`src/sv/stl_pkg.sv`:
```
package stl_pkg;

	// Internal counter widths
	localparam int POS_W  = 32;
	localparam int LINE_W = 24;
	localparam int COL_W  = 16;

	// Result field widths
	localparam int OFFSET_W   = 32;
	localparam int LENGTH_W   = 32;
	localparam int LINE_OUT_W = 24;
	localparam int COL_OUT_W  = 16;

	// Keyword matching holds the first few bytes of an identifier
	localparam int PREFIX_BYTES = 5;
	localparam int PREFIX_W     = 8 * PREFIX_BYTES;

	localparam logic [PREFIX_W-1:0] KW_FN_TEXT    = 40'h00_00_00_6E_66;
	localparam logic [PREFIX_W-1:0] KW_LET_TEXT   = 40'h00_00_74_65_6C;
	localparam logic [PREFIX_W-1:0] KW_PRINT_TEXT = 40'h74_6E_69_72_70;

	localparam logic [7:0] CH_UNDERSCORE = 8'h5F;
	localparam logic [7:0] CH_QUOTE      = 8'h22;
	localparam logic [7:0] CH_DOT        = 8'h2E;
	localparam logic [7:0] CH_NEWLINE    = 8'h0A;

	// Result queue
	localparam int QUEUE_DEPTH = 4;
	localparam int QPTR_W      = $clog2(QUEUE_DEPTH);
	localparam int QCNT_W      = $clog2(QUEUE_DEPTH + 1);

	typedef enum logic [2:0] {
		KIND_IDENT   = 3'd0,
		KIND_KEYWORD = 3'd1,
		KIND_NUMBER  = 3'd2,
		KIND_STRING  = 3'd3,
		KIND_SYMBOL  = 3'd4,
		KIND_END     = 3'd5
	} kind_t;

	typedef enum logic [1:0] {
		KW_NONE  = 2'd0,
		KW_FN    = 2'd1,
		KW_LET   = 2'd2,
		KW_PRINT = 2'd3
	} kw_t;

	typedef struct packed {
		kind_t                 kind;
		logic [OFFSET_W-1:0]   start;
		logic [LENGTH_W-1:0]   length;
		logic [LINE_OUT_W-1:0] line;
		logic [COL_OUT_W-1:0]  col;
		kw_t                   kw;
		logic [7:0]            sym;
		logic                  last;
	} result_t;

	// Up to two results from one item: a pending token, then a closing one
	typedef struct packed {
		logic    a_valid;
		result_t a;
		logic    b_valid;
		result_t b;
	} scan_out_t;

	function automatic logic is_space(input logic [7:0] c);
		return (c == 8'd32) || ((c >= 8'd9) && (c <= 8'd13));
	endfunction

	function automatic logic is_digit(input logic [7:0] c);
		return (c >= 8'h30) && (c <= 8'h39);
	endfunction

	function automatic logic is_alpha(input logic [7:0] c);
		return ((c >= 8'h61) && (c <= 8'h7A)) || ((c >= 8'h41) && (c <= 8'h5A));
	endfunction

	function automatic logic is_word(input logic [7:0] c);
		return is_alpha(c) || is_digit(c) || (c == CH_UNDERSCORE);
	endfunction

	function automatic logic [LINE_W-1:0] next_line(input logic [LINE_W-1:0] line,
			input logic [7:0] c);
		if ((c == CH_NEWLINE) && (line != '1))
			return line + LINE_W'(1);
		return line;
	endfunction

	function automatic logic [COL_W-1:0] next_col(input logic [COL_W-1:0] col,
			input logic [7:0] c);
		if (c == CH_NEWLINE)
			return COL_W'(1);
		if (col != '1)
			return col + COL_W'(1);
		return col;
	endfunction

endpackage

```
`src/sv/source_text_lexer.sv`:
```
// Streaming lexer: source text in, one byte per transaction, tokens out.
// Input channel (src_valid / src_stall): op = 0 carries a source byte in
// character, op = 1 marks the end of the text. Output channel
// (tok_valid / tok_stall): one token per transaction, with kind, start
// offset, value length, line and column, keyword code and symbol byte;
// last_of_run flags the final token caused by one input transaction.
// A taken byte lands in the input register, is scanned and written to the
// result queue, and its first token can then be taken at the queue head.
// Throughput: one byte per cycle while the queue has room, set by the
// single-pass scan between the input register and the four-entry result
// queue; a byte that ends a token and also forms a symbol, and the end
// marker after a pending token, give two tokens, drained at one per cycle.
// Reset clears the scan mode, sets position to 0, line and column to 1 and
// empties the queue. While the receiver stalls, the head token holds; once
// the queue lacks room for two tokens the scan holds and src_stall rises.
// After the end marker all counters return to their reset values.
module source_text_lexer
	import stl_pkg::*;
(
	input  logic        clk,
	input  logic        arst_n,
	input  logic        src_valid,
	output logic        src_stall,
	input  logic        op,
	input  logic [7:0]  character,
	output logic        tok_valid,
	input  logic        tok_stall,
	output logic [2:0]  token_kind,
	output logic [31:0] start_offset,
	output logic [31:0] value_length,
	output logic [23:0] line_number,
	output logic [15:0] column_number,
	output logic [1:0]  keyword_id,
	output logic [7:0]  symbol_byte,
	output logic        last_of_run
);

	logic       valid_s1;
	logic       op_s1;
	logic [7:0] char_s1;
	logic       accept;
	logic       fire;
	logic       room;
	scan_out_t  scan;
	result_t    head;

	// Scan the held byte only when the queue can take two tokens
	assign fire      = valid_s1 && room;
	assign src_stall = valid_s1 && !fire;
	assign accept    = src_valid && !src_stall;

	always_ff @(posedge clk or negedge arst_n) begin
		if (!arst_n) begin
			valid_s1 <= 1'b0;
		end else if (accept) begin
			valid_s1 <= 1'b1;
		end else if (fire) begin
			valid_s1 <= 1'b0;
		end
	end

	// Payload needs no reset; load on every accepted transaction
	always_ff @(posedge clk) begin
		if (accept) begin
			op_s1   <= op;
			char_s1 <= character;
		end
	end

	stl_scan u_scan (
		.clk       (clk),
		.arst_n    (arst_n),
		.fire      (fire),
		.op        (op_s1),
		.character (char_s1),
		.scan      (scan)
	);

	stl_queue u_queue (
		.clk        (clk),
		.arst_n     (arst_n),
		.push       (scan),
		.pop        (tok_valid && !tok_stall),
		.room       (room),
		.head_valid (tok_valid),
		.head       (head)
	);

	assign token_kind    = head.kind;
	assign start_offset  = head.start;
	assign value_length  = head.length;
	assign line_number   = head.line;
	assign column_number = head.col;
	assign keyword_id    = head.kw;
	assign symbol_byte   = head.sym;
	assign last_of_run   = head.last;

	// The end token always closes its run
	a_end_last: assert property (@(posedge clk) disable iff (!arst_n)
		(tok_valid && (token_kind == KIND_END)) |-> last_of_run)
		else $error("end token without last_of_run");

	// Only symbol tokens carry a byte
	a_sym_only: assert property (@(posedge clk) disable iff (!arst_n)
		(tok_valid && (token_kind != KIND_SYMBOL)) |-> (symbol_byte == 8'd0))
		else $error("symbol byte on a non-symbol token");

	// Keyword code present exactly on keyword tokens
	a_kw_match: assert property (@(posedge clk) disable iff (!arst_n)
		tok_valid |-> ((token_kind == KIND_KEYWORD) == (keyword_id != KW_NONE)))
		else $error("keyword code and token kind disagree");

	// Line counter starts at one and saturates, so it never reads zero
	a_line_nz: assert property (@(posedge clk) disable iff (!arst_n)
		tok_valid |-> (line_number != '0))
		else $error("line number zero");

endmodule

```
`src/sv/stl_scan.sv`:
```
module stl_scan
	import stl_pkg::*;
(
	input  logic       clk,
	input  logic       arst_n,
	input  logic       fire,
	input  logic       op,
	input  logic [7:0] character,
	output scan_out_t  scan
);

	typedef enum logic [2:0] {
		MODE_IDLE   = 3'd0,
		MODE_IDENT  = 3'd1,
		MODE_INT    = 3'd2,
		MODE_FRAC   = 3'd3,
		MODE_STRING = 3'd4
	} mode_t;

	mode_t               mode_q, mode_d;
	logic [POS_W-1:0]    pos_q, pos_d;
	logic [LINE_W-1:0]   line_q, line_d;
	logic [COL_W-1:0]    col_q, col_d;
	logic [POS_W-1:0]    tstart_q, tstart_d;
	logic [PREFIX_W-1:0] prefix_q, prefix_d;

	always_comb begin
		logic [POS_W-1:0]  len;
		logic [POS_W-1:0]  pos_inc;
		logic [LINE_W-1:0] line_inc;
		logic [COL_W-1:0]  col_inc;
		logic              go_idle;
		logic              a_v;
		logic              b_v;
		kw_t               kw;
		result_t           a;
		result_t           b;

		mode_d   = mode_q;
		pos_d    = pos_q;
		line_d   = line_q;
		col_d    = col_q;
		tstart_d = tstart_q;
		prefix_d = prefix_q;

		len      = pos_q - tstart_q;
		pos_inc  = pos_q + POS_W'(1);
		line_inc = next_line(line_q, character);
		col_inc  = next_col(col_q, character);
		go_idle  = 1'b0;
		a_v      = 1'b0;
		b_v      = 1'b0;

		// Pending token, stamped with the position before the current byte
		kw = KW_NONE;
		if ((len == POS_W'(2)) && (prefix_q == KW_FN_TEXT))
			kw = KW_FN;
		else if ((len == POS_W'(3)) && (prefix_q == KW_LET_TEXT))
			kw = KW_LET;
		else if ((len == POS_W'(5)) && (prefix_q == KW_PRINT_TEXT))
			kw = KW_PRINT;

		a.start  = OFFSET_W'(tstart_q);
		a.length = LENGTH_W'(len);
		a.line   = LINE_OUT_W'(line_q);
		a.col    = COL_OUT_W'(col_q);
		a.sym    = 8'd0;
		a.last   = 1'b0;
		case (mode_q)
			MODE_IDENT: begin
				a.kind = (kw != KW_NONE) ? KIND_KEYWORD : KIND_IDENT;
				a.kw   = kw;
			end
			MODE_STRING: begin
				a.kind = KIND_STRING;
				a.kw   = KW_NONE;
			end
			default: begin
				a.kind = KIND_NUMBER;
				a.kw   = KW_NONE;
			end
		endcase

		// Symbol by default; replaced by string close or end token
		b.kind   = KIND_SYMBOL;
		b.start  = OFFSET_W'(pos_q);
		b.length = LENGTH_W'(1);
		b.line   = LINE_OUT_W'(line_inc);
		b.col    = COL_OUT_W'(col_inc);
		b.kw     = KW_NONE;
		b.sym    = character;
		b.last   = 1'b1;

		if (op) begin
			a_v      = (mode_q != MODE_IDLE);
			b_v      = 1'b1;
			b.kind   = KIND_END;
			b.length = '0;
			b.line   = LINE_OUT_W'(line_q);
			b.col    = COL_OUT_W'(col_q);
			b.sym    = 8'd0;
			mode_d   = MODE_IDLE;
			pos_d    = '0;
			line_d   = LINE_W'(1);
			col_d    = COL_W'(1);
			tstart_d = '0;
			prefix_d = '0;
		end else begin
			unique case (mode_q)
				MODE_IDENT: begin
					if (is_word(character)) begin
						for (int i = 0; i < PREFIX_BYTES; i++) begin
							if (len == POS_W'(i))
								prefix_d[8*i +: 8] = prefix_q[8*i +: 8] | character;
						end
						pos_d  = pos_inc;
						line_d = line_inc;
						col_d  = col_inc;
					end else begin
						a_v     = 1'b1;
						go_idle = 1'b1;
					end
				end
				MODE_INT: begin
					if (is_digit(character) || (character == CH_DOT)) begin
						pos_d  = pos_inc;
						line_d = line_inc;
						col_d  = col_inc;
						if (character == CH_DOT)
							mode_d = MODE_FRAC;
					end else begin
						a_v     = 1'b1;
						go_idle = 1'b1;
					end
				end
				MODE_FRAC: begin
					if (is_digit(character)) begin
						pos_d  = pos_inc;
						line_d = line_inc;
						col_d  = col_inc;
					end else begin
						a_v     = 1'b1;
						go_idle = 1'b1;
					end
				end
				MODE_STRING: begin
					pos_d  = pos_inc;
					line_d = line_inc;
					col_d  = col_inc;
					if (character == CH_QUOTE) begin
						b_v      = 1'b1;
						b.kind   = KIND_STRING;
						b.start  = OFFSET_W'(tstart_q);
						b.length = LENGTH_W'(len);
						b.sym    = 8'd0;
						mode_d   = MODE_IDLE;
					end
				end
				default: go_idle = 1'b1;
			endcase

			// Handle the byte as a fresh start; every class consumes it
			if (go_idle) begin
				mode_d = MODE_IDLE;
				pos_d  = pos_inc;
				line_d = line_inc;
				col_d  = col_inc;
				if (is_alpha(character) || (character == CH_UNDERSCORE)) begin
					mode_d   = MODE_IDENT;
					tstart_d = pos_q;
					prefix_d = PREFIX_W'(character);
				end else if (is_digit(character)) begin
					mode_d   = MODE_INT;
					tstart_d = pos_q;
				end else if (character == CH_QUOTE) begin
					mode_d   = MODE_STRING;
					tstart_d = pos_inc;
				end else if (!is_space(character)) begin
					b_v = 1'b1;
				end
			end
		end

		a.last       = !b_v;
		scan.a       = a;
		scan.b       = b;
		scan.a_valid = fire && a_v;
		scan.b_valid = fire && b_v;
	end

	always_ff @(posedge clk or negedge arst_n) begin
		if (!arst_n) begin
			mode_q   <= MODE_IDLE;
			pos_q    <= '0;
			line_q   <= LINE_W'(1);
			col_q    <= COL_W'(1);
			tstart_q <= '0;
			prefix_q <= '0;
		end else if (fire) begin
			mode_q   <= mode_d;
			pos_q    <= pos_d;
			line_q   <= line_d;
			col_q    <= col_d;
			tstart_q <= tstart_d;
			prefix_q <= prefix_d;
		end
	end

endmodule

```
`src/sv/stl_queue.sv`:
```
module stl_queue
	import stl_pkg::*;
(
	input  logic      clk,
	input  logic      arst_n,
	input  scan_out_t push,
	input  logic      pop,
	output logic      room,
	output logic      head_valid,
	output result_t   head
);

	result_t           mem [QUEUE_DEPTH];
	logic [QPTR_W-1:0] wr_ptr_q;
	logic [QPTR_W-1:0] rd_ptr_q;
	logic [QCNT_W-1:0] count_q;
	logic [QCNT_W-1:0] n_push;
	result_t           w0;

	assign n_push     = QCNT_W'(push.a_valid) + QCNT_W'(push.b_valid);
	assign w0         = push.a_valid ? push.a : push.b;
	assign room       = (count_q <= QCNT_W'(QUEUE_DEPTH - 2));
	assign head_valid = (count_q != '0);
	assign head       = mem[rd_ptr_q];

	always_ff @(posedge clk) begin
		if (n_push != '0)
			mem[wr_ptr_q] <= w0;
		if (push.a_valid && push.b_valid)
			mem[wr_ptr_q + QPTR_W'(1)] <= push.b;
	end

	always_ff @(posedge clk or negedge arst_n) begin
		if (!arst_n) begin
			wr_ptr_q <= '0;
			rd_ptr_q <= '0;
			count_q  <= '0;
		end else begin
			wr_ptr_q <= wr_ptr_q + QPTR_W'(n_push);
			if (pop)
				rd_ptr_q <= rd_ptr_q + QPTR_W'(1);
			count_q <= count_q + n_push - QCNT_W'(pop);
		end
	end

endmodule
```
`config.mk`:
```
export PLATFORM = sky130hd
export DESIGN_NAME = source_text_lexer
export DESIGN_NICKNAME = d
export VERILOG_FILES = /design/src/sv/stl_pkg.sv /design/src/sv/source_text_lexer.sv /design/src/sv/stl_scan.sv /design/src/sv/stl_queue.sv
export SDC_FILE = /design/constraint.sdc
export NUM_CORES = 1
export LEC_CHECK = 0
export BUFFER_PORTS_ARGS = -buffer_cell sky130_fd_sc_hd__buf_2
export CORE_MARGIN = 4
export CORE_UTILIZATION = 35
export DETAILED_ROUTE_END_ITERATION = 10
export GPL_ROUTABILITY_DRIVEN = 0
export PLACE_DENSITY = 0.54
export SYNTH_ARGS = -nofsm -noshare
export SYNTH_HDL_FRONTEND = slang
export SYNTH_SLANG_ARGS = --single-unit
```
`constraint.sdc`:
```
create_clock -name clk -period 13.2 [get_ports clk]
set_clock_uncertainty 0.15 [all_clocks]
set_input_delay 2.64 -clock clk [delete_from_list [all_inputs] [get_ports clk]]
set_output_delay 2.64 -clock clk [all_outputs]
set_load 0.1 [all_outputs]
```
==> results.md <==
- Outcome: complete, no violations
- Synth warn: 0
- Total grt overflow: 0
- Startpoint types: flip-flop
- Post-Place Cell Area: 0.03515 mm2
- Height of the die: 317.0 um
- Max-slew headroom: 19.09%
- Iter 0 DRT Violations: 2758
- Detailed placement HPWL: 61940 um
- Clock latency on the worst-skew pair: 620 ps
- Remaining antenna violation count: 0
- Core Footprint: 0.09487 mm2
- Final period util: 54.52%
- CP endpoint kind: flip-flop
- Setup TNS: 0 ps
- Max-Cap Viols: 0
- Drt wl/cell: 22.81 um
- Fin. Hold Viols: 0
- Final hold slack: 303.5 ps
- VDD IR max: 0.2421 mV
- Pre-antenna DRT Iters: 5
- Share of the synthesized area in the top cell type: 42.13%
- Final setup viols: 0
- Initial Util: 35.24%
- Routed wire length: 100600 um
- Syn Area/Cell: 10.77 um2
- Port Buffers: 132
- Vias in the first global route: 24238
- Critical Path AT: 7480 ps
- RSZ-0062 raised after global routing: false
- Clk slew on worst S/H paths: 60 ps
- Share of layout cells above drive strength 1: 14.50%
- Leakage: 13.27 nW
- Initial antenna violation count: 6
- Synthesized area: 0.03343 mm2
- Clock buffer depth: 3
- Clock root buffer: clkbuf_16
- Via count: 24811
- Post-synthesis register bit count: 636
- H-tree depth: 3
- Hold_buf cts: 0
- Vias per Instance: 5.626
- Post-Syn Nets: 3160
- Slew at the pin closest to its max-slew limit: 1211 ps
- Global-route usage over all layers: 19.87%
- Post-synth top flop: edfxtp_1
- Fmax: 139.0 MHz
- Final net count: 3143
- Post_cts resized: 0
- Largest net degree at the start of global routing: 79
- TritonCTS Buffers: 72
- Die X: 317.0 um
- Die area: 0.1005 mm2
- Power Dens Cells: 259.6 mW/mm2
- Global-route wire length before repair: 153200 um
- Yosys cell types: 87
- Design area: 0.03738 mm2
- WS Path Type: flip-flop to flip-flop
- Slew Limit Fails: 0
- Synth top area cells: edfxtp_1, dfrtp_1, mux4_2
- # IOs: 133
- Cells after synthesis: 3104
- Post-CTS Setup Bufs: 0
- Worst min path class: flip-flop to flip-flop
- CTS tree: built
- Area grow syn2layout: 11.82%
- Share of flip-flops with an asynchronous set or reset: 24.37%
- Min cycle time layout: 7197 ps
- DRC: 0
- Final core utilization: 39.40%
- Clock tree sinks: 636
- Post-synthesis sequential area ratio: 54.46%
- Synth area leader: edfxtp_1
- Worst Path Required: 13480 ps
- Cell Rows: 113
- Crit Path Max Fanout: 78
- EDFF count, synth: 469
## cells in the final DEF (no fill, tap or decap), types with 15 or more instances in the layout
cell and n:
and3_1 31, o31ai_1 86, nor3_1 45, xnor2_1 38, buf_2 131, nand3_1 67, and2_1 19, clkbuf_1 20
or3_1 21, dfrtp_1 151, buf_4 36, nor2_1 350, nor4_1 15, mux4_2 118, inv_1 58, o21ai_0 360
ha_1 41, a21oi_1 125, a311oi_1 23, nand2_1 411, mux2i_1 27, edfxtp_1 469, o22ai_1 19, a21o_1 20
a22o_1 62, xor2_1 21, nand2b_1 15, nand4_1 39, clkbuf_16 73
## power by group
group | internal (mW) | switching, mW
Sequential | 2.59 | 0.233
Combinational | 1.04 | 3.90
Clock | 1.10 | 0.832
## through the flow
step	std cells	power, mW	setup WS [ps]
global route	4409	10.11	5444
floorplan	3104	6.521	6361
finish	4410	9.704	6003
global placement	4278	7.812	6206
CTS	4409	9.779	5964
detailed placement	4278	7.833	6031
## final timing paths
path	from	to	slack, ps	cells after the start
worst max-delay path	op_s1	u_queue.mem[2][93]	6000	16
worst min-delay path	u_queue.mem[1][10]	u_queue.mem[1][10]	300	2
worst max register to register	op_s1	u_queue.mem[2][93]	6000	16
worst min register to register	u_queue.mem[1][10]	u_queue.mem[1][10]	300	2
max in group asynchronous	arst_n	u_scan.line_q[17]	9850	2
min in group asynchronous	arst_n	u_scan.tstart_q[22]	1930	1
## synth_stat cells, drive strengths merged (20+ instances only)
cell type and number:
inv 64, ha 41, xor2 22, and2 20, a21oi 135, mux4 118, clkbuf 222, buf 37
mux2i 27, nor2 361, nand4 39, a22o 62, nor3 45, or3 21, dfrtp 153, nand3 67
o21ai 376, and3 31, a21o 20, nand2 415, edfxtp 469, a311oi 23, o31ai 88, xnor2 41
## critical path, stage by stage (launching register included)
cell and delay [ps]:
edfxtp_1 320, buf_4 520, buf_4 800, inv_1 130, and3_1 200, nor2_1 200
nand2_2 580, inv_2 500, ha_1 330, inv_1 130, nor3b_1 500, nor2_1 240
inv_6 610, buf_4 820, a21oi_4 100, buf_4 370, o21ai_0 300
## registers in the layout, indices dropped and copies added, names as in the netlist, 8 cells and up
name	count
char_s1	8
u_scan.col_q	16
u_scan.pos_q	32
u_scan.line_q	24
u_scan.tstart_q	32
u_scan.prefix_q	40
u_queue.mem	472
## cell type report
type	instances	area [um2]
antenna	1	2.502
clock buffer	97	1957
clock inverter	34	271.5
fill	9135	57490
inverter	64	260.3
multi-input combinational	2145	14150
sequential	636	18210
tap	1265	1583
timing repair buffer	168	937.1
## cell families (layout without fill, tap and decap cells)
family	after synthesis	after routing	share of synthesized area, %
flip-flops	636	636	54.46
multiplexers	147	147	8.826
XOR/XNOR	63	63	1.808
adder cells (fa/ha/maj)	43	43	1.654
AO/OA/AOI/OAI	802	802	14.83
AND/OR/NAND/NOR	1090	1090	14.72
buffers and inverters	323	363	3.702
other	0	1	0
## layer usage
layer | vias to the layer above | GRT usage [%] | part of all wire [%]
li1 | 11502 | - | -
met1 | 12299 | 28.55 | 45
met2 | 881 | 31.31 | 46
met3 | 129 | 3.167 | 7.0
met4 | 0 | 5.538 | 2.4
met5 | - | 0 | 0
(Power assumes the default switching activity.)
